**config.mk**
```make
export PLATFORM = sky130hd
export DESIGN_NAME = wavhp_queue
export DESIGN_NICKNAME = d
export VERILOG_FILES = /design/src/sv/wavhp_pkg.sv /design/src/sv/wavhp_queue.sv
export SDC_FILE = /design/constraint.sdc
export NUM_CORES = 1
export LEC_CHECK = 0
export ABC_AREA = 0
export BUFFER_PORTS_ARGS = -buffer_cell sky130_fd_sc_hd__clkbuf_2
export CORE_AREA = 2 2 198 200
export CTS_CLUSTER_SIZE = 10
export DETAILED_ROUTE_END_ITERATION = 10
export DIE_AREA = 0 0 200 202
export PLACE_DENSITY = 0.49
export SLEW_MARGIN = 5
export SYNTH_ARGS = -nofsm -noshare
export SYNTH_HDL_FRONTEND = slang
export SYNTH_SLANG_ARGS = --single-unit
```
**constraint.sdc**
```tcl
create_clock -name clk -period 11.43 [get_ports clk]
set_clock_uncertainty 0.2 [all_clocks]
set_input_delay 1.7145 -clock clk [delete_from_list [all_inputs] [get_ports clk]]
set_output_delay 1.7145 -clock clk [all_outputs]
set_load 0.1 [all_outputs]
```
**src/sv/wavhp_pkg.sv**
```systemverilog
// Shared types and constants for the RIFF/WAVE header parser.
package wavhp_pkg;

    // Result status codes
    localparam logic [1:0] ST_OK        = 2'd0;
    localparam logic [1:0] ST_CONTAINER = 2'd1;
    localparam logic [1:0] ST_ENCODING  = 2'd2;
    localparam logic [1:0] ST_MALFORMED = 2'd3;

    // Four-character codes as they appear little-endian in the byte shifter
    localparam logic [31:0] TAG_RIFF = 32'h4646_4952;
    localparam logic [31:0] TAG_WAVE = 32'h4556_4157;
    localparam logic [31:0] TAG_FMT  = 32'h2074_6D66;
    localparam logic [31:0] TAG_DATA = 32'h6174_6164;

    // Encoding codes
    localparam logic [15:0] FMT_PCM   = 16'd1;
    localparam logic [15:0] FMT_FLOAT = 16'd3;

    // Frame byte count is channels (16 bits) times 2..4 bytes
    localparam int FRAME_W = 18;

    // Default depth of the queue between parser and finisher
    localparam int QUEUE_DEPTH_DEF = 2;

    typedef struct packed {
        logic [7:0] file_byte;
        logic       end_of_file;
    } in_item_t;

    typedef struct packed {
        logic [1:0]  status;
        logic [15:0] format_tag;
        logic [15:0] channel_count;
        logic [31:0] sample_rate;
        logic [15:0] sample_bits;
        logic [32:0] data_offset;
        logic [31:0] data_size;
        logic [31:0] frame_total;
    } out_item_t;

    // One parsed file, handed from the parser to the finisher
    typedef struct packed {
        logic [1:0]  err;
        logic        phase_bad;
        logic        fmt_seen;
        logic        data_seen;
        logic [15:0] format_tag;
        logic [15:0] channels;
        logic [31:0] rate;
        logic [15:0] bits;
        logic [32:0] data_offset;
        logic [31:0] data_size;
    } job_t;

endpackage

```
**src/sv/wavhp_queue.sv**
```systemverilog
// Small first-in first-out job queue between parser and finisher.
module wavhp_queue
#(
    parameter int DEPTH = wavhp_pkg::QUEUE_DEPTH_DEF
)
(
    input  logic             clk,
    input  logic             rst_n,
    input  logic             push,
    input  wavhp_pkg::job_t  push_job,
    output logic             full,
    input  logic             pop,
    output logic             head_valid,
    output wavhp_pkg::job_t  head_job
);

    localparam int PTR_W = (DEPTH > 1) ? $clog2(DEPTH) : 1;
    localparam int CNT_W = $clog2(DEPTH + 1);
    localparam logic [PTR_W-1:0] LAST = PTR_W'(DEPTH - 1);
    localparam logic [CNT_W-1:0] FULL_CNT = CNT_W'(DEPTH);

    wavhp_pkg::job_t  slot_reg [DEPTH];
    logic [PTR_W-1:0] wr_ptr_reg, wr_ptr_next;
    logic [PTR_W-1:0] rd_ptr_reg, rd_ptr_next;
    logic [CNT_W-1:0] count_reg,  count_next;
    logic             do_push;
    logic             do_pop;

    assign full       = (count_reg == FULL_CNT);
    assign head_valid = (count_reg != '0);
    assign head_job   = slot_reg[rd_ptr_reg];
    assign do_push    = push & ~full;
    assign do_pop     = pop & head_valid;

    // Pointer and fill count update
    always_comb
    begin
        wr_ptr_next = wr_ptr_reg;
        rd_ptr_next = rd_ptr_reg;
        count_next  = count_reg;
        if (do_push)
            wr_ptr_next = (wr_ptr_reg == LAST) ? '0 : wr_ptr_reg + 1'b1;
        if (do_pop)
            rd_ptr_next = (rd_ptr_reg == LAST) ? '0 : rd_ptr_reg + 1'b1;
        if (do_push && !do_pop)
            count_next = count_reg + 1'b1;
        else if (do_pop && !do_push)
            count_next = count_reg - 1'b1;
    end

    always_ff @(posedge clk or negedge rst_n)
    begin
        if (!rst_n)
        begin
            wr_ptr_reg <= '0;
            rd_ptr_reg <= '0;
            count_reg  <= '0;
        end
        else
        begin
            wr_ptr_reg <= wr_ptr_next;
            rd_ptr_reg <= rd_ptr_next;
            count_reg  <= count_next;
        end
    end

    // Slot storage
    always_ff @(posedge clk)
    begin
        if (do_push)
            slot_reg[wr_ptr_reg] <= push_job;
    end

endmodule

```
==> flow_results.org <==
** Status
- Run status :: finished, final reports clean

** Yosys
- Area fraction in and, or, nand and nor cells after synthesis :: 0.297%
- Post-synth design cell area :: 11400 um2
- Synthesis inferred 304 register bits.
- The synthesized netlist devotes 0% of its cell area to compound gates.
- Yosys mapped the design onto 15 distinct sky130hd cell types.
- Multiplexer area fraction after synthesis :: 17.8%
- The synthesized netlist devotes 0.110% of its cell area to adder and majority cells.
- Number of cells produced by synthesis :: 486
- Largest area contributor in the synthesized netlist :: sky130_fd_sc_hd__edfxtp_1
- Dominant cells by area after synthesis :: sky130_fd_sc_hd__edfxtp_1, sky130_fd_sc_hd__mux2_4, sky130_fd_sc_hd__mux2_2
- Share of the synthesized netlist area taken by xor and xnor gates :: 0.385%
- After synthesis, the largest family of logic cells by area is multiplexers.
- Seq/Total Area, Yosys :: 80.0%
- Summed over its instances, the top area cell type makes up 79.1% of the synthesized netlist area.
- A synthesized cell averages 23.4 um2.
- The number of nets handed over by synthesis was 641.
- Synthesis Warnings :: 0

** Place
- The HPWL after detailed placement is 15300 um.
- Total of buffers placed on input and output ports :: 305
- At the end of routability-driven placement, the weighted congestion stood at 0.678.

** Worst setup path
- At the worst endpoint, the required time is 9520 ps.
- The worst register-to-register path has a setup slack of 8620 ps.
- STA classifies the critical path endpoint as a primary output.
- By startpoint and endpoint, the worst setup path is classified as reg2out.
- Count of cells along the worst register-to-register path :: 5
- End of the worst register-to-register path :: slot_reg[0][72]$_DFFE_PP_
- The worst register-to-register path begins at count_reg[0]$_DFFE_PN0P_.
- STA puts the critical path data arrival time at 3320 ps.
- In this run the worst path has a maximum fanout of 65.
- Startpoint type of the worst setup path :: flip-flop

** Final layout
- The layout has 3619 filler cells.
- Proportion of layout cells with a drive suffix above 1 :: 60.8%
- Area overhead of the layout relative to synthesis :: 27.0%
- Nets :: 974
- Max FFs per register :: 300
- The number of antenna diodes in the final layout is 0.

** STA
- Number of pins exceeding their max-slew limit in the final report :: 0
- Setup total negative slack :: 0 ps
- Setup violations remaining at the end of the flow were counted as 0.
- Headroom to the max-slew limit :: 30.8%
- The final critical path takes up 45.8% of the cycle.
- Based on the critical path, the design can be clocked at up to 191 MHz.
- The number of failing hold endpoints at the final stage was 0.
- Setup repair after global routing left no endpoint under its margin.
- Slew at the pin with the worst max-slew slack :: 1040 ps
- Time the worst path needs with I/O delays and setup :: 5240 ps

** Routing
- Detailed routing inserted a total of 5584 vias.
- Wire length per cell :: 17.2 um
- After detailed routing, no signal wire sits above met5.
- Remaining routing DRC violations :: 0
- First-pass DRT Iterations :: 6
- Routed length on met2 :: 10900 um
- After detailed routing, the met3 layer carries 2300 um of wire.
- After detailed routing, the wire length on met1 is 9430 um.
- Routed vias/inst :: 4.14
- After the first detailed-routing iteration, the DRC count stood at 180.
- Total Routed Length :: 23200 um
- The detail route stage leaves a number of antenna-violating nets equal to 0.

** Min path
- Min-Delay Path Class :: reg2reg
- Hold Startpoint :: count_reg[1]$_DFFE_PN0P_
- Number of cells on the worst hold path :: 1
- Worst hold endpoint :: count_reg[1]$_DFFE_PN0P_

** CTS
- The number of clock buffers added by TritonCTS is 36.
- No sink is reached through more buffers than the 3 on the longest clock path.
- TritonCTS clock tree :: built
- H-tree levels :: 2
- Post-CTS repair changed the size of 0 cells.
- Clock tree sinks :: 304
- # Post-CTS Setup Buffers :: 0
- Skew-Pair Late Insertion Delay :: 520 ps
- In this run, post-CTS hold repair placed 0 buffers.
- After clock tree synthesis, the clock-pin slew on the worst setup and hold paths is 50 ps.
- Root buffer selected by CTS :: sky130_fd_sc_hd__clkbuf_16

** Run
- Max-cap violations in this run came to 0.

** Die
- Die outline area :: 40400 um2
- Die Span X :: 200 um
- In this run the standard cell core region covers 38300 um2.
- Pin placement for this block handled 306 I/O pins.
- Number of standard-cell rows in the floorplan :: 72
- Initial Util :: 29.7%
- Measured along the y axis, the die boundary spans 202 um.

** Global route
- Entering global routing, the biggest net connects 67 pins.
- First-pass GRT wire length :: 33800 um
- Number of antenna violations at the first check in global routing :: 2
- Total grt overflow :: 0
- GRT Util Overall :: 11.2%
- Via count of the first global-routing pass :: 5895
[worst max path at each step]
| stage | startpoint | end | depth (start not counted) |
|---|---|---|---|
| finish | rd_ptr_reg$_DFFE_PN0P_ | head_job[104] | 3 |
| global route | rd_ptr_reg$_DFFE_PN0P_ | head_job[54] | 3 |
| CTS | rd_ptr_reg$_DFFE_PN0P_ | head_job[99] | 3 |
| detailed placement | rd_ptr_reg$_DFFE_PN0P_ | head_job[78] | 3 |
| global placement | rd_ptr_reg$_DFFE_PN0P_ | head_job[88] | 3 |
| floorplan | push | slot_reg[0][0]$_DFFE_PP_ | 2 |
[layout by cell type, fill, tap and decap left out]
master	netlist	routed
sky130_fd_sc_hd__clkbuf_1	0	9
sky130_fd_sc_hd__inv_1	2	2
sky130_fd_sc_hd__nand2_1	2	2
sky130_fd_sc_hd__nand2b_1	1	1
sky130_fd_sc_hd__xnor2_1	3	3
sky130_fd_sc_hd__mux2_2	60	60
sky130_fd_sc_hd__ha_1	1	1
sky130_fd_sc_hd__and3_4	0	1
sky130_fd_sc_hd__clkbuf_2	0	305
sky130_fd_sc_hd__nor2_1	2	1
sky130_fd_sc_hd__buf_4	0	7
sky130_fd_sc_hd__dfrtp_4	0	1
sky130_fd_sc_hd__clkbuf_16	0	37
sky130_fd_sc_hd__edfxtp_1	300	300
sky130_fd_sc_hd__nor2_4	0	1
sky130_fd_sc_hd__or2_2	1	1
sky130_fd_sc_hd__clkinv_1	0	1
sky130_fd_sc_hd__xor2_1	2	2
sky130_fd_sc_hd__inv_6	0	2
sky130_fd_sc_hd__dfrtp_1	4	3
sky130_fd_sc_hd__mux2_4	90	90
[per-stage QoR]
stage                     cell area [um2]  std cells  setup slack [ps]  hold WS, ps  util [%]
final                               14500       1348              6190          293      37.8
after global routing                14500       1348              6000          325      37.8
after CTS                           14500       1348              6070          294      37.8
after detailed placement            13500       1299              6660          281      35.2
after global placement              13500       1299              6660          278      35.2
after floorplan                     11400        486              2540          256         -
[per-layer routing]
metal | vias to the layer above | global-route usage, %
met5 | - | 0
met4 | 4 | 3.92
met3 | 39 | 5.57
met2 | 198 | 17.9
met1 | 2755 | 12.9
li1 | 2588 | -
[critical path, cell delays in order, from the launching register on]
cell and delay [ps]:
sky130_fd_sc_hd__dfrtp_4 1100, sky130_fd_sc_hd__buf_4 850, sky130_fd_sc_hd__mux2_4 290, sky130_fd_sc_hd__clkbuf_2 460
[synthesized netlist by cell type]
master,n
sky130_fd_sc_hd__mux2_4,90
sky130_fd_sc_hd__edfxtp_1,300
sky130_fd_sc_hd__nand2_1,2
sky130_fd_sc_hd__nor2_1,2
sky130_fd_sc_hd__inv_1,2
sky130_fd_sc_hd__or2_2,1
sky130_fd_sc_hd__nand2b_1,1
sky130_fd_sc_hd__xnor2_1,3
sky130_fd_sc_hd__mux2_2,60
sky130_fd_sc_hd__and3_1,1
sky130_fd_sc_hd__buf_2,6
sky130_fd_sc_hd__ha_1,1
sky130_fd_sc_hd__dfrtp_1,4
sky130_fd_sc_hd__xor2_1,2
sky130_fd_sc_hd__buf_6,11
[cells by family after synthesis]
kind of cell	Yosys count
DFF	304
muxes	150
buffers and inverters	19
and+or+nand+nor	7
xor gates and xnor gates	5
adders and majority gates	1
[final cells by class]
cell class | count | area (um2) | area share [%]
clock buffers | 46 | 960 | 6.64
clock inverters | 3 | 21.3 | 0.147
inverters | 2 | 7.51 | 0.0519
multi-input cells | 163 | 2130 | 14.7
flip-flops and latches | 304 | 9110 | 63.0
well taps | 518 | 648 | 4.48
repair buffers | 312 | 1580 | 10.9
Power is not shown: default switching activity piles up to over one toggle a cycle in this logic, so the estimate is an artifact.
