<file path="src/sv/wavhp_pkg.sv">
// Shared types and constants for the RIFF/WAVE header parser.
package wavhp_pkg;

    // Result status codes
    localparam logic [1:0] ST_OK        = 2'd0;
    localparam logic [1:0] ST_CONTAINER = 2'd1;
    localparam logic [1:0] ST_ENCODING  = 2'd2;
    localparam logic [1:0] ST_MALFORMED = 2'd3;

    // Four-character codes as they appear little-endian in the byte shifter
    localparam logic [31:0] TAG_RIFF = 32'h4646_4952;
    localparam logic [31:0] TAG_WAVE = 32'h4556_4157;
    localparam logic [31:0] TAG_FMT  = 32'h2074_6D66;
    localparam logic [31:0] TAG_DATA = 32'h6174_6164;

    // Encoding codes
    localparam logic [15:0] FMT_PCM   = 16'd1;
    localparam logic [15:0] FMT_FLOAT = 16'd3;

    // Frame byte count is channels (16 bits) times 2..4 bytes
    localparam int FRAME_W = 18;

    // Default depth of the queue between parser and finisher
    localparam int QUEUE_DEPTH_DEF = 2;

    typedef struct packed {
        logic [7:0] file_byte;
        logic       end_of_file;
    } in_item_t;

    typedef struct packed {
        logic [1:0]  status;
        logic [15:0] format_tag;
        logic [15:0] channel_count;
        logic [31:0] sample_rate;
        logic [15:0] sample_bits;
        logic [32:0] data_offset;
        logic [31:0] data_size;
        logic [31:0] frame_total;
    } out_item_t;

    // One parsed file, handed from the parser to the finisher
    typedef struct packed {
        logic [1:0]  err;
        logic        phase_bad;
        logic        fmt_seen;
        logic        data_seen;
        logic [15:0] format_tag;
        logic [15:0] channels;
        logic [31:0] rate;
        logic [15:0] bits;
        logic [32:0] data_offset;
        logic [31:0] data_size;
    } job_t;

endpackage

</file>
<file path="src/sv/wavhp_back.sv">
// Final checks, frame-count division and the registered result item.
module wavhp_back
(
    input  logic                  clk,
    input  logic                  rst_n,
    input  logic                  job_valid,
    input  wavhp_pkg::job_t       job,
    output logic                  job_pop,
    output logic                  result_valid,
    input  logic                  result_stall,
    output wavhp_pkg::out_item_t  result_item
);

    localparam int FW = wavhp_pkg::FRAME_W;

    localparam logic [1:0] S_IDLE = 2'd0;
    localparam logic [1:0] S_DIV  = 2'd1;
    localparam logic [1:0] S_DONE = 2'd2;

    logic [1:0]        state_reg,  state_next;
    logic [4:0]        cnt_reg,    cnt_next;
    logic [1:0]        st_reg,     st_next;
    logic [FW-1:0]     div_reg,    div_next;
    logic [FW-1:0]     rem_reg,    rem_next;
    logic [31:0]       quo_reg,    quo_next;
    wavhp_pkg::job_t   hold_reg,   hold_next;
    logic              oval_reg,   oval_next;
    wavhp_pkg::out_item_t oitem_reg, oitem_next;

    logic [1:0]    pre_st;
    logic          enc_ok;
    logic [18:0]   frame_prod;
    logic [FW:0]   rem_w;
    logic          ge;
    logic [1:0]    fin_st;
    logic          out_free;

    // Checks on the queue head, in priority order
    always_comb
    begin
        enc_ok = ((job.format_tag == wavhp_pkg::FMT_PCM) &&
                  (job.bits == 16'd16 || job.bits == 16'd24 || job.bits == 16'd32)) ||
                 ((job.format_tag == wavhp_pkg::FMT_FLOAT) && (job.bits == 16'd32));
        pre_st = job.err;
        if (pre_st == wavhp_pkg::ST_OK && job.phase_bad)
            pre_st = wavhp_pkg::ST_MALFORMED;
        if (pre_st == wavhp_pkg::ST_OK &&
            (!job.fmt_seen || !job.data_seen || job.channels == 16'd0 || job.rate == 32'd0))
            pre_st = wavhp_pkg::ST_MALFORMED;
        if (pre_st == wavhp_pkg::ST_OK && !enc_ok)
            pre_st = wavhp_pkg::ST_ENCODING;
    end

    // Bytes per frame: bits is 16, 24 or 32 here, so bits / 8 is bits[5:3]
    assign frame_prod = job.channels * job.bits[5:3];

    // One restoring division step
    assign rem_w = {rem_reg, quo_reg[31]};
    assign ge    = (rem_w >= {1'b0, div_reg});

    assign fin_st   = (st_reg == wavhp_pkg::ST_OK && rem_reg != '0) ?
                      wavhp_pkg::ST_MALFORMED : st_reg;
    assign out_free = ~oval_reg | ~result_stall;
    assign job_pop  = (state_reg == S_IDLE) & job_valid;

    // Finisher sequencer
    always_comb
    begin
        state_next = state_reg;
        cnt_next   = cnt_reg;
        st_next    = st_reg;
        div_next   = div_reg;
        rem_next   = rem_reg;
        quo_next   = quo_reg;
        hold_next  = hold_reg;
        oval_next  = oval_reg & result_stall;
        oitem_next = oitem_reg;

        case (state_reg)
            S_IDLE:
            begin
                if (job_valid)
                begin
                    hold_next = job;
                    st_next   = pre_st;
                    div_next  = frame_prod[FW-1:0];
                    rem_next  = '0;
                    quo_next  = job.data_size;
                    cnt_next  = 5'd0;
                    state_next = (pre_st == wavhp_pkg::ST_OK) ? S_DIV : S_DONE;
                end
            end
            S_DIV:
            begin
                rem_next = ge ? FW'(rem_w - {1'b0, div_reg}) : rem_w[FW-1:0];
                quo_next = {quo_reg[30:0], ge};
                cnt_next = cnt_reg + 5'd1;
                if (cnt_reg == 5'd31)
                    state_next = S_DONE;
            end
            S_DONE:
            begin
                if (out_free)
                begin
                    oval_next = 1'b1;
                    oitem_next = '0;
                    oitem_next.status = fin_st;
                    if (fin_st == wavhp_pkg::ST_OK)
                    begin
                        oitem_next.format_tag    = hold_reg.format_tag;
                        oitem_next.channel_count = hold_reg.channels;
                        oitem_next.sample_rate   = hold_reg.rate;
                        oitem_next.sample_bits   = hold_reg.bits;
                        oitem_next.data_offset   = hold_reg.data_offset;
                        oitem_next.data_size     = hold_reg.data_size;
                        oitem_next.frame_total   = quo_reg;
                    end
                    state_next = S_IDLE;
                end
            end
            default:
            begin
                state_next = S_IDLE;
            end
        endcase
    end

    // Control registers
    always_ff @(posedge clk or negedge rst_n)
    begin
        if (!rst_n)
        begin
            state_reg <= S_IDLE;
            oval_reg  <= 1'b0;
        end
        else
        begin
            state_reg <= state_next;
            oval_reg  <= oval_next;
        end
    end

    // Datapath registers
    always_ff @(posedge clk)
    begin
        cnt_reg   <= cnt_next;
        st_reg    <= st_next;
        div_reg   <= div_next;
        rem_reg   <= rem_next;
        quo_reg   <= quo_next;
        hold_reg  <= hold_next;
        oitem_reg <= oitem_next;
    end

    assign result_valid = oval_reg;
    assign result_item  = oitem_reg;

endmodule

</file>
<file path="config.mk">
export PLATFORM = sky130hd
export DESIGN_NAME = wavhp_back
export DESIGN_NICKNAME = d
export VERILOG_FILES = /design/src/sv/wavhp_pkg.sv /design/src/sv/wavhp_back.sv
export SDC_FILE = /design/constraint.sdc
export NUM_CORES = 1
export LEC_CHECK = 0
export ABC_CLOCK_PERIOD_IN_PS = 20600
export BUFFER_PORTS_ARGS = -buffer_cell sky130_fd_sc_hd__buf_4
export CAP_MARGIN = 5
export CORE_UTILIZATION = 55
export CTS_CLUSTER_SIZE = 14
export DETAILED_ROUTE_END_ITERATION = 12
export MAX_ROUTING_LAYER = met4
export PLACE_DENSITY = 0.9
export SLEW_MARGIN = 20
export SYNTH_ARGS = -nofsm -noshare
export SYNTH_HDL_FRONTEND = slang
export SYNTH_SLANG_ARGS = --single-unit
</file>
<file path="constraint.sdc">
create_clock -name clk -period 20.6 [get_ports clk]
set_input_delay 6.18 -clock clk [delete_from_list [all_inputs] [get_ports clk]]
set_output_delay 6.18 -clock clk [all_outputs]
set_load 0.005 [all_outputs]
</file>
==> results of run 1 <==
[metrics by stage]
| stage | area (um2) | utilization (%) | std cells |
|---|---|---|---|
| after floorplan | 16700 | - | 1152 |
| after global placement | 19600 | 65.8 | 1842 |
| after detailed placement | 19600 | 65.8 | 1842 |
| after CTS | 20900 | 70.2 | 1915 |
| after global routing | 20900 | 70.2 | 1917 |
| final | 20900 | 70.2 | 1917 |
[Yosys cell counts (all sizes together) (2+ instances only)]
library cell	number	area share [%]
a211oi	8	0.39
a21o	10	0.45
a21oi	36	1.1
a31oi	2	0.075
and2	187	7.0
and3	2	0.075
buf	6	0.34
clkbuf	35	0.94
dfrtp	3	0.45
edfxtp	399	72
fa	16	1.9
ha	37	2.8
inv	58	1.3
mux2i	2	0.12
nand2	147	3.3
nand2b	5	0.19
nand3	27	0.81
nand4	6	0.22
nor2	21	0.47
nor2b	5	0.19
nor3	11	0.33
nor3b	2	0.16
nor4	24	0.94
o211ai	3	0.13
o21a	5	0.22
o21ai	22	0.75
o21bai	6	0.27
o221a	2	0.13
o22ai	4	0.15
o31a	2	0.10
o31ai	5	0.22
or2	5	0.20
or3	2	0.075
or4	5	0.25
xnor2	22	1.2
xor2	6	0.31
[cell families after synthesis]
family,Yosys count,synth area share [%]
AOI/OAI and AO/OA,116,4.67
and+or+nand+nor,452,14.4
adders and majority gates,53,4.68
DFF,402,72.1
muxes,2,0.120
buffers and inverters,99,2.59
xor gates and xnor gates,28,1.47
[final timing paths]
check                      slack, ps               end
max reg2reg                    17160  result_item[146]
min in group asynchronous       5440      result_valid
min reg2reg                      510   result_item[49]
max in group asynchronous      15070      state_reg[1]
min                              510   result_item[49]
max                             7670           job_pop
[per-layer routing]
metal	track usage (%)	vias up
met1	30.0	5281
met2	46.4	507
met3	3.62	100
met5	-	-
li1	-	4830
met4	9.84	0
[critical path: cells and delay by family]
kind                   cells  cell delay [ps]
buffers and inverters      2              230
and+or+nand+nor            2              340
[power by group]
part	switching (mW)	internal, mW
Sequential	0.0311	1.01
Clock	0.297	0.424
Combinational	0.172	0.129
[cell type report]
| class | count | area, um2 | area share, % |
|---|---|---|---|
| clock inverter | 25 | 238 | 1.14 |
| antenna | 2 | 5.00 | 0.0239 |
| timing repair buffer | 341 | 2580 | 12.3 |
| sequential | 402 | 12100 | 57.6 |
| multi-input combinational | 651 | 4270 | 20.4 |
| clock buffer | 48 | 1070 | 5.13 |
| inverter | 58 | 218 | 1.04 |
| tap | 390 | 488 | 2.33 |
==> PnR_summary.wiki, run 1 <==
{| class="wikitable"
! Metric !! Value
|-
| Highest-count cells in the layout ignoring fill and taps || sky130_fd_sc_hd__edfxtp_1 (399), sky130_fd_sc_hd__buf_4 (339), sky130_fd_sc_hd__and2_1 (187), sky130_fd_sc_hd__nand2_1 (146), sky130_fd_sc_hd__inv_1 (58)
|-
| WHS || 511 ps
|-
| Maximum clock skew at final layout || 15.7 ps
|-
| Buffer depth of the longest clock path || 3
|-
| Post-synthesis area per instance || 14.5 um2
|-
| Top Layer Used || met4
|-
| Origin of the critical flop-to-flop path || rem_reg[5]
|-
| Global routing usage summed across all routing layers || 26.1%
|-
| Clock root cell || sky130_fd_sc_hd__clkbuf_16
|-
| Max-cap violations || 0
|-
| Layout cells sized above 1 || 27.7%
|-
| Antenna Violating Nets Remaining || 0
|-
| Number of buffers added by the clock tree synthesis step || 41
|-
| Result of the run || finished, final reports clean
|-
| Post-synth cell types || 64
|-
| Commonest non-fill, non-tap cell in the layout || sky130_fd_sc_hd__edfxtp_1
|-
| Async set-or-reset flop fraction in the synthesized netlist || 0.746%
|-
| Crit share post-route || 62.8%
|-
| Max-Slew Margin vs Limit || 29.7%
|-
| Most used cell, CP || sky130_fd_sc_hd__buf_4
|-
| RSZ-0062 raised after global routing || false
|-
| Port Buffer Count || 334
|-
| Worst-case vdd ir drop || 0.0528 mV
|-
| Worst hold path class || reg2reg
|-
| Max incr delay on CP || 180 ps
|-
| Initial DRT Pass Iterations || 5
|-
| Met1 layer wirelength in the final routing || 14.5 mm
|-
| Post-Syn Nets || 1359
|-
| Met2 wire length || 20.8 mm
|-
| Critical Path End Type || output pin
|-
| Total Nets Final || 1702
|-
| Floorplan Core Area || 0.0298 mm2
|-
| Clock sink total || 402
|-
| Number of vias after detailed routing || 10700
|-
| Pin count of the biggest net entering global routing || 174
|-
| Startpoint of the most critical setup path || job_valid
|-
| Worst-margin pin slew || 1060 ps
|-
| Design Power || 2.07 mW
|-
| R2R cell count || 7
|-
| Count of flip-flops with a built-in enable after synthesis || 399
|-
| Initial antenna violation count || 2
|-
| Latest clock arrival within the worst-skew pair || 520 ps
|-
| WP data arrival || 6750 ps
|-
| Nature of the critical path startpoint || primary input
|-
| Max-slew violation count || 0
|-
| Relative area change from synthesis to final layout || 25.2%
|-
| Yosys warning count || 0
|-
| Post-DP HPWL || 26.9 mm
|-
| Accumulated negative setup slack || 0 ps
|-
| 1st-iter DRT viols || 882
|-
| Initial Utilization || 56.1%
|-
| Number of top-level pins || 335
|-
| Number of hold-slack violations in the final timing report || 0
|-
| Static Leakage || 8.44 nW
|-
| Number of cells upsized or downsized after cts || 0
|-
| Slowest cell on the critical path || sky130_fd_sc_hd__nor2_4
|-
| Power density over cell area || 98.7 mW/mm2
|-
| Required @ worst endpoint || 14420 ps
|-
| Overflow after GRT || 0
|-
| Flip-flop and latch count after synthesis || 402
|-
| H-tree level count || 2
|-
| Count of mapped cells out of synthesis || 1152
|-
| Die Span X || 176 um
|-
| Site row count || 63
|-
| Max Fclk || 77.3 MHz
|-
| Final worst setup slack || 7670 ps
|-
| Post-layout min period || 12930 ps
|-
| Setup-violating endpoint count in the final report || 0
|-
| Fraction of the yosys area taken by sequential cells || 72.1%
|-
| Post-detailed-routing wire length || 39.7 mm
|-
| TritonCTS clock tree || yes
|-
| Global-route wire length before repair || 59.1 mm
|-
| CTS hold repair buffers || 0
|-
| Number of DRC violations after detailed routing || 0
|-
| Vias in the first global route || 10500
|-
| Max FFs per register || 179
|-
| Die footprint || 0.0311 mm2
|-
| Post-synthesis instance area || 0.0167 mm2
|-
| Per-cell via count in the routed design || 5.59
|-
| Wire per inst || 20.7 um
|-
| Placement Setup Slack || 7690 ps
|-
| Kind of critical path || in2out
|-
| Predominant post-synthesis flop cell || sky130_fd_sc_hd__edfxtp_1
|-
| Count of fill cells added during filler insertion || 1808
|-
| CP Max Fanout || 3
|-
| Routability congestion estimate from global placement || 0.892
|-
| Routed met3 length || 2.87 mm
|-
| Worst hold path startpoint || hold_reg[17]
|-
| Hold-critical path depth || 1
|-
| Die height || 176 um
|-
| Post-CTS Repair Setup Buffers || 0
|-
| Clock input transition at the sequential cells of the worst setup and hold paths || 60 ps
|-
| Worst path cell trace || buf_4 -> nand2b_1 -> nor2_4 -> buf_4
|}
No activity file was read; power rests on OpenSTA's default activity.
==> run 2: changes to the inputs <==
ABC_AREA = 1   (was not set)
ABC_CLOCK_PERIOD_IN_PS = 11600   (was 20600)
CORE_UTILIZATION = 50   (was 55)
PLACE_DENSITY = 0.86   (was 0.9)
clock period = 11.6 ns   (was 20.6 ns; I/O delays follow)
==> run 2 against run 1 <==
Against the previous run:
- core utilization down 6.5 points
- first-iteration DRC count down 9.3%
- power rose by 120%
- clock power is 80% higher
- via count increased by 6.9%
- hold slack better by 33 ps
- sequential share of layout area shrank 1.2 points
- critical path depth did not move
- critical path type unchanged
- highest routed layer unchanged
==> PnR_summary.wiki, run 2 <==
{| class="wikitable"
! Metric !! Value
|-
| Result of the run || finished, final reports clean
|-
| Post-Layout Inst Area || 0.0214 mm2
|-
| Total Nets Final || 2004
|-
| Post-CTS Repair Setup Buffers || 0
|-
| Nature of the critical path startpoint || primary input
|-
| Switching Share || 28.6%
|-
| Site row count || 67
|-
| Crit share post-route || 64.7%
|-
| TritonCTS clock tree || yes
|-
| Number of top-level pins || 335
|-
| Relative area change from synthesis to final layout || 25.4%
|-
| Largest family of logic cells by synthesized area || simple AND/OR/NAND/NOR gates
|-
| Die height || 187 um
|-
| H-tree level count || 2
|-
| Cell types with the largest area share after synthesis || sky130_fd_sc_hd__edfxtp_1 (70%), sky130_fd_sc_hd__inv_1 (6.0%), sky130_fd_sc_hd__nor2_1 (5.9%)
|-
| Latest clock arrival within the worst-skew pair || 540 ps
|-
| Count of flip-flops with a built-in enable after synthesis || 399
|-
| Post-layout min period || 7510 ps
|-
| Static Leakage || 9.60 nW
|-
| Floorplan Core Area || 0.0335 mm2
|-
| Fraction of the yosys area taken by sequential cells || 70.7%
|-
| Initial antenna violation count || 1
|-
| Power density over cell area || 211 mW/mm2
|-
| Number of cells upsized or downsized after cts || 0
|-
| Max-slew violation count || 0
|-
| Clock root cell || sky130_fd_sc_hd__clkbuf_16
|-
| Post-synthesis adder-cell area fraction || 4.59%
|-
| Design Power || 4.51 mW
|-
| Max-Slew Margin vs Limit || 34.8%
|-
| Global routing usage summed across all routing layers || 23.8%
|-
| Accumulated negative setup slack || 0 ps
|-
| Max Fclk || 133 MHz
|-
| Global-route wire length before repair || 62.4 mm
|-
| Per-cell via count in the routed design || 5.03
|-
| Overflow after GRT || 0
|-
| Routability congestion estimate from global placement || 0.927
|-
| Count of mapped cells out of synthesis || 1446
|-
| Combined flip-flop and latch cell area || 0.0121 mm2
|-
| Critical Path End Type || output pin
|-
| 1st-iter DRT viols || 800
|-
| Layout cells sized above 1 || 23.6%
|-
| Sequential fraction of design power || 48.3%
|-
| Ranking of synthesized cells by instance count || sky130_fd_sc_hd__edfxtp_1 (399), sky130_fd_sc_hd__inv_1 (271), sky130_fd_sc_hd__nor2_1 (267)
|-
| Clock sink total || 402
|-
| Post-synthesis area per instance || 11.8 um2
|-
| Pin count of the biggest net entering global routing || 154
|-
| Compound-gate portion of the synthesized area || 3.51%
|-
| Async set-or-reset flop fraction in the synthesized netlist || 0.746%
|-
| Share of synthesized area spent on multiplexers || 0%
|-
| Predominant post-synthesis flop cell || sky130_fd_sc_hd__edfxtp_1
|-
| Multi-input gate area || 0.00384 mm2
|-
| CP Max Fanout || 3
|-
| Number of vias after detailed routing || 11500
|-
| Post-synth cell types || 35
|-
| Buffer depth of the longest clock path || 3
|-
| Die footprint || 0.0349 mm2
|-
| Flip-flop and latch count after synthesis || 402
|-
| Antenna Violating Nets Remaining || 0
|-
| Setup-violating endpoint count in the final report || 0
|-
| Clock power frac || 28.7%
|-
| Clock input transition at the sequential cells of the worst setup and hold paths || 60 ps
|-
| Post-synthesis instance area || 0.0171 mm2
|-
| Required @ worst endpoint || 8120 ps
|-
| Worst-margin pin slew || 978 ps
|-
| Die Span X || 187 um
|-
| Worst-case vdd ir drop || 0.146 mV
|-
| Max FFs per register || 179
|-
| Synth Area in Simple Gates || 13.0%
|-
| Port Buffer Count || 334
|-
| WP data arrival || 4030 ps
|-
| Vias in the first global route || 11500
|-
| CTS hold repair buffers || 0
|-
| Number of buffers added by the clock tree synthesis step || 41
|-
| Commonest non-fill, non-tap cell in the layout || sky130_fd_sc_hd__edfxtp_1
|-
| Highest-count cells in the layout ignoring fill and taps || sky130_fd_sc_hd__edfxtp_1 (399), sky130_fd_sc_hd__buf_4 (340), sky130_fd_sc_hd__inv_1 (270), sky130_fd_sc_hd__nor2_1 (266), sky130_fd_sc_hd__nand2_1 (229)
|-
| Post-detailed-routing wire length || 40.4 mm
|-
| Share of the synthesized area in the top cell type || 70.3%
|-
| Max-cap violations || 0
|-
| Count of fill cells added during filler insertion || 2374
|-
| Largest area contributor in the synthesized netlist || sky130_fd_sc_hd__edfxtp_1
|-
| Wire per inst || 17.8 um
|-
| Power dissipated by switching net loads || 1.29 mW
|-
| Share of power burned in combinational logic || 22.9%
|-
| Internal Dissipation || 3.22 mW
|-
| RSZ-0062 raised after global routing || false
|-
| Post-Syn Nets || 1653
|-
| Number of hold-slack violations in the final timing report || 0
|-
| Fraction of synthesized cell area in xor and xnor cells || 1.18%
|-
| Most frequent cell after synthesis || sky130_fd_sc_hd__edfxtp_1
|-
| Post-DP HPWL || 27.6 mm
|-
| Yosys warning count || 0
|-
| Worst hold path class || reg2reg
|-
| Initial DRT Pass Iterations || 5
|-
| Maximum clock skew at final layout || 15.5 ps
|-
| Initial Utilization || 50.9%
|-
| Kind of critical path || in2out
|-
| Number of DRC violations after detailed routing || 0
|-
| Placed instance area || 0.0201 mm2
|}
-- run 2: cell types whose count changed in the layout (fill, tap and decap cells not counted), sizes merged, moves of 13 or more --
cell and delta:
and2 -186, inv +219, nand2 +92, nor2 +248
nor4 -21, o21ai +38, xnor2 -13
-- run 2: metal layers --
layer	share of wire, %	GRT usage (%)
met5	0	-
met4	4.5	10.6
met3	6.9	4.63
met2	52	41.7
met1	37	26.3
-- run 2: power by group through the flow --
stage               logic (mW)  clock network [mW]  registers (mW)
finish                    1.03                1.30            2.18
global route              1.12                1.36            2.21
floorplan                0.465                   0            2.26
CTS                       1.04                1.31            2.18
global placement          1.00                   0            2.19
detailed placement        1.03                   0            2.20
-- run 2: cells by family after synthesis --
family	Yosys count
fa+ha+maj	53
flops	402
compound gates	107
simple gates	553
buf+inv	308
xor+xnor	23
-- run 2: path summary, 6_finish.rpt --
| check | from | endpoint | slack (ps) | cells after the start |
|---|---|---|---|---|
| setup / recovery | job_valid | job_pop | 4090 | 4 |
| hold / removal | hold_reg[7] | result_item[39] | 540 | 2 |
| setup reg to reg | state_reg[1] | hold_reg[56] | 8680 | 5 |
| hold reg to reg | hold_reg[7] | result_item[39] | 540 | 2 |
| max in group asynchronous | rst_n | state_reg[0] | 8780 | 1 |
| min in group asynchronous | rst_n | result_valid | 2720 | 1 |
-- run 2: worst max-delay path, cell delays in order --
cell	delay, ps
sky130_fd_sc_hd__buf_4	90
sky130_fd_sc_hd__inv_1	100
sky130_fd_sc_hd__nor2_4	190
sky130_fd_sc_hd__buf_4	160
-- run 2: per-stage QoR --
| step | hold slack (ps) | utilization (%) | setup WS [ps] | cells |
|---|---|---|---|---|
| floorplan | 515 | - | 347 | 1446 |
| global placement | 520 | 59.8 | 4070 | 2201 |
| detailed placement | 530 | 59.8 | 4070 | 2201 |
| CTS | 542 | 63.7 | 4070 | 2275 |
| global route | 561 | 63.8 | 4060 | 2277 |
| finish | 544 | 63.8 | 4090 | 2277 |
-- run 2: area by class of cell --
type	instances	share of cell area, %
inverters	274	4.81
diodes	1	0.0117
clock buffers	48	4.97
flip-flops and latches	402	56.4
clock inverters	26	1.17
well taps	448	2.62
repair buffers	342	12.1
multi-input cells	736	17.9
==> run 3: changes to the inputs <==
ABC_AREA = 0   (was 1)
ABC_CLOCK_PERIOD_IN_PS = 6400   (was 11600)
clock period = 6.4 ns   (was 11.6 ns; I/O delays follow)
==> run 3 against run 2 <==
Against the previous run:
- clock-buffer cell count stayed put
- clock power is 77% higher
- highest routed layer unchanged
- global-route usage is 1.3 points lower
- critical path type is now in2reg
- die area is 1.9% lower
- sequential power is 54% higher
- critical path depth is 9 higher
- cell area is 1.7% lower
==> PnR_summary.wiki, run 3 (same netlist as run 1, synthesis figures left out) <==
{| class="wikitable"
! Metric !! Value
|-
| Result of the run || finished, final reports clean
|-
| Layout cells sized above 1 || 28.0%
|-
| Post-detailed-routing wire length || 38.0 mm
|-
| Number of hold-slack violations in the final timing report || 0
|-
| Worst hold path startpoint || hold_reg[70]
|-
| Port Buffer Count || 334
|-
| Post-layout min period || 4820 ps
|-
| Total Nets Final || 1703
|-
| Count of fill cells added during filler insertion || 2326
|-
| Routability congestion estimate from global placement || 0.853
|-
| Number of top-level pins || 335
|-
| Relative area change from synthesis to final layout || 25.8%
|-
| Latest clock arrival within the worst-skew pair || 540 ps
|-
| Power density over cell area || 315 mW/mm2
|-
| H-tree level count || 2
|-
| Die Span X || 185 um
|-
| Number of buffers added by the clock tree synthesis step || 42
|-
| Global-route wire length before repair || 56.3 mm
|-
| Die height || 185 um
|-
| Wire per inst || 19.3 um
|-
| Max incr delay on CP || 620 ps
|-
| Nature of the critical path startpoint || primary input
|-
| Setup-violating endpoint count in the final report || 0
|-
| Number of vias after detailed routing || 10400
|-
| Util after Layout || 64.3%
|-
| Antenna Violating Nets Remaining || 0
|-
| R2R cell count || 8
|-
| Initial DRT Pass Iterations || 6
|-
| Post-DP HPWL || 26.4 mm
|-
| Crit share post-route || 75.3%
|-
| Combined buffer and inverter count along the critical path || 2
|-
| Final worst setup slack || 1580 ps
|-
| Number of DRC violations after detailed routing || 0
|-
| Maximum clock skew at final layout || 29.8 ps
|-
| Post-CTS Repair Setup Buffers || 0
|-
| Cell family with the largest share of critical-path delay || compound AO/OA/AOI/OAI gates
|-
| Static Leakage || 8.46 nW
|-
| R2r endpoint || rem_reg[1]
|-
| Kind of critical path || in2reg
|-
| Origin of the critical flop-to-flop path || rem_reg[7]
|-
| Worst hold path class || reg2reg
|-
| Post-Layout Inst Area || 0.0210 mm2
|-
| Floorplan Core Area || 0.0327 mm2
|-
| Placed instance area || 0.0197 mm2
|-
| Number of antenna cells inserted || 0
|-
| Vias in the first global route || 10500
|-
| Worst-case vdd ir drop || 0.210 mV
|-
| CTS hold repair buffers || 0
|-
| RSZ-0062 raised after global routing || false
|-
| Accumulated negative setup slack || 0 ps
|-
| Max FFs per register || 179
|-
| Highest-count cells in the layout ignoring fill and taps || sky130_fd_sc_hd__edfxtp_1 (399), sky130_fd_sc_hd__buf_4 (337), sky130_fd_sc_hd__and2_1 (187), sky130_fd_sc_hd__nand2_1 (146), sky130_fd_sc_hd__inv_1 (58)
|-
| WHS || 503 ps
|-
| Critical Path End Type || register
|-
| Number of cells upsized or downsized after cts || 0
|-
| Buffer depth of the longest clock path || 3
|-
| Per-cell via count in the routed design || 5.30
|-
| Worst path cell trace || buf_4 -> nand2_1 -> fa_1 -> inv_1 -> ha_1 -> fa_1 -> a21o_1 -> a21oi_1 -> o21bai_1 -> a2111oi_0 -> o31ai_1 -> a21oi_1 -> xnor2_1
|-
| Max-cap violations || 0
|-
| Pin count of the biggest net entering global routing || 166
|-
| Capture endpoint of the worst hold path || result_item[102]
|-
| TritonCTS clock tree || yes
|-
| Die footprint || 0.0342 mm2
|-
| Clock sink total || 402
|-
| CP Max Fanout || 19
|-
| Global routing usage summed across all routing layers || 22.5%
|-
| Initial Utilization || 51.1%
|-
| 1st-iter DRT viols || 786
|-
| Slowest cell on the critical path || sky130_fd_sc_hd__a2111oi_0
|-
| Register-to-register path setup slack || 3330 ps
|-
| Overflow after GRT || 0
|-
| Hold-critical path depth || 1
|-
| Required @ worst endpoint || 6660 ps
|-
| Clock root cell || sky130_fd_sc_hd__clkbuf_16
|-
| Initial antenna violation count || 0
|-
| Max-slew violation count || 0
|-
| Max-Slew Margin vs Limit || 22.4%
|-
| Max Fclk || 207 MHz
|-
| Commonest non-fill, non-tap cell in the layout || sky130_fd_sc_hd__edfxtp_1
|-
| Placement Setup Slack || 1050 ps
|-
| Worst-margin pin slew || 1160 ps
|-
| Clock input transition at the sequential cells of the worst setup and hold paths || 60 ps
|-
| WP data arrival || 5090 ps
|-
| Site row count || 66
|}
[run 3: layout make-up]
cell class	count	area [um2]	area share (%)
Clock buffer	48	1070	5.10
Clock inverter	29	250	1.19
Inverter	58	218	1.04
Multi-Input combinational cell	651	4270	20.3
Sequential cell	402	12100	57.3
Tap cell	442	553	2.63
Timing Repair Buffer	341	2610	12.4
[run 3: how the worst max path moves through the flow]
| stage | start | endpoint | slack [ps] | cells after the start |
|---|---|---|---|---|
| 2_1_floorplan | job_valid | job_pop | 30 | 2 |
| 3_3_place_gp | job[70] | div_reg[16] | 1060 | 13 |
| 3_5_place_dp | job[70] | div_reg[16] | 1050 | 13 |
| 4_1_cts | job[70] | div_reg[16] | 1600 | 13 |
| 5_1_grt | job[70] | div_reg[16] | 1370 | 13 |
| 6_report | job[70] | div_reg[16] | 1580 | 13 |
[run 3: worst reg2reg max path, stage by stage, from the launching register on]
cell,delay [ps]
sky130_fd_sc_hd__edfxtp_1,440
sky130_fd_sc_hd__ha_1,410
sky130_fd_sc_hd__a21oi_1,300
sky130_fd_sc_hd__o21ai_2,170
sky130_fd_sc_hd__and4b_1,360
sky130_fd_sc_hd__o21ai_4,110
sky130_fd_sc_hd__o221ai_4,510
sky130_fd_sc_hd__nand2_1,290
sky130_fd_sc_hd__a211oi_1,330
[run 3: stage by stage]
| stage | cells | power, mW |
|---|---|---|
| 2_1_floorplan | 1152 | 3.90 |
| 3_3_place_gp | 1894 | 4.34 |
| 3_5_place_dp | 1894 | 4.38 |
| 4_1_cts | 1971 | 6.67 |
| 5_1_grt | 1971 | 6.87 |
| 6_report | 1971 | 6.63 |
[run 3: routing by layer]
layer | GRT usage, % | vias to the layer above | part of all wire (%)
met1 | 24.5 | 5048 | 36
met5 | - | - | 0
met3 | 4.44 | 98 | 8.2
met2 | 40.2 | 470 | 52
li1 | - | 4824 | -
met4 | 8.89 | 0 | 3.8
[run 3: where the power goes]
group	total, mW	internal, mW	switching (mW)
Combinational	0.974	0.422	0.552
Clock	2.30	1.30	0.995
Sequential	3.36	3.26	0.0982
Total	6.63	4.99	1.65
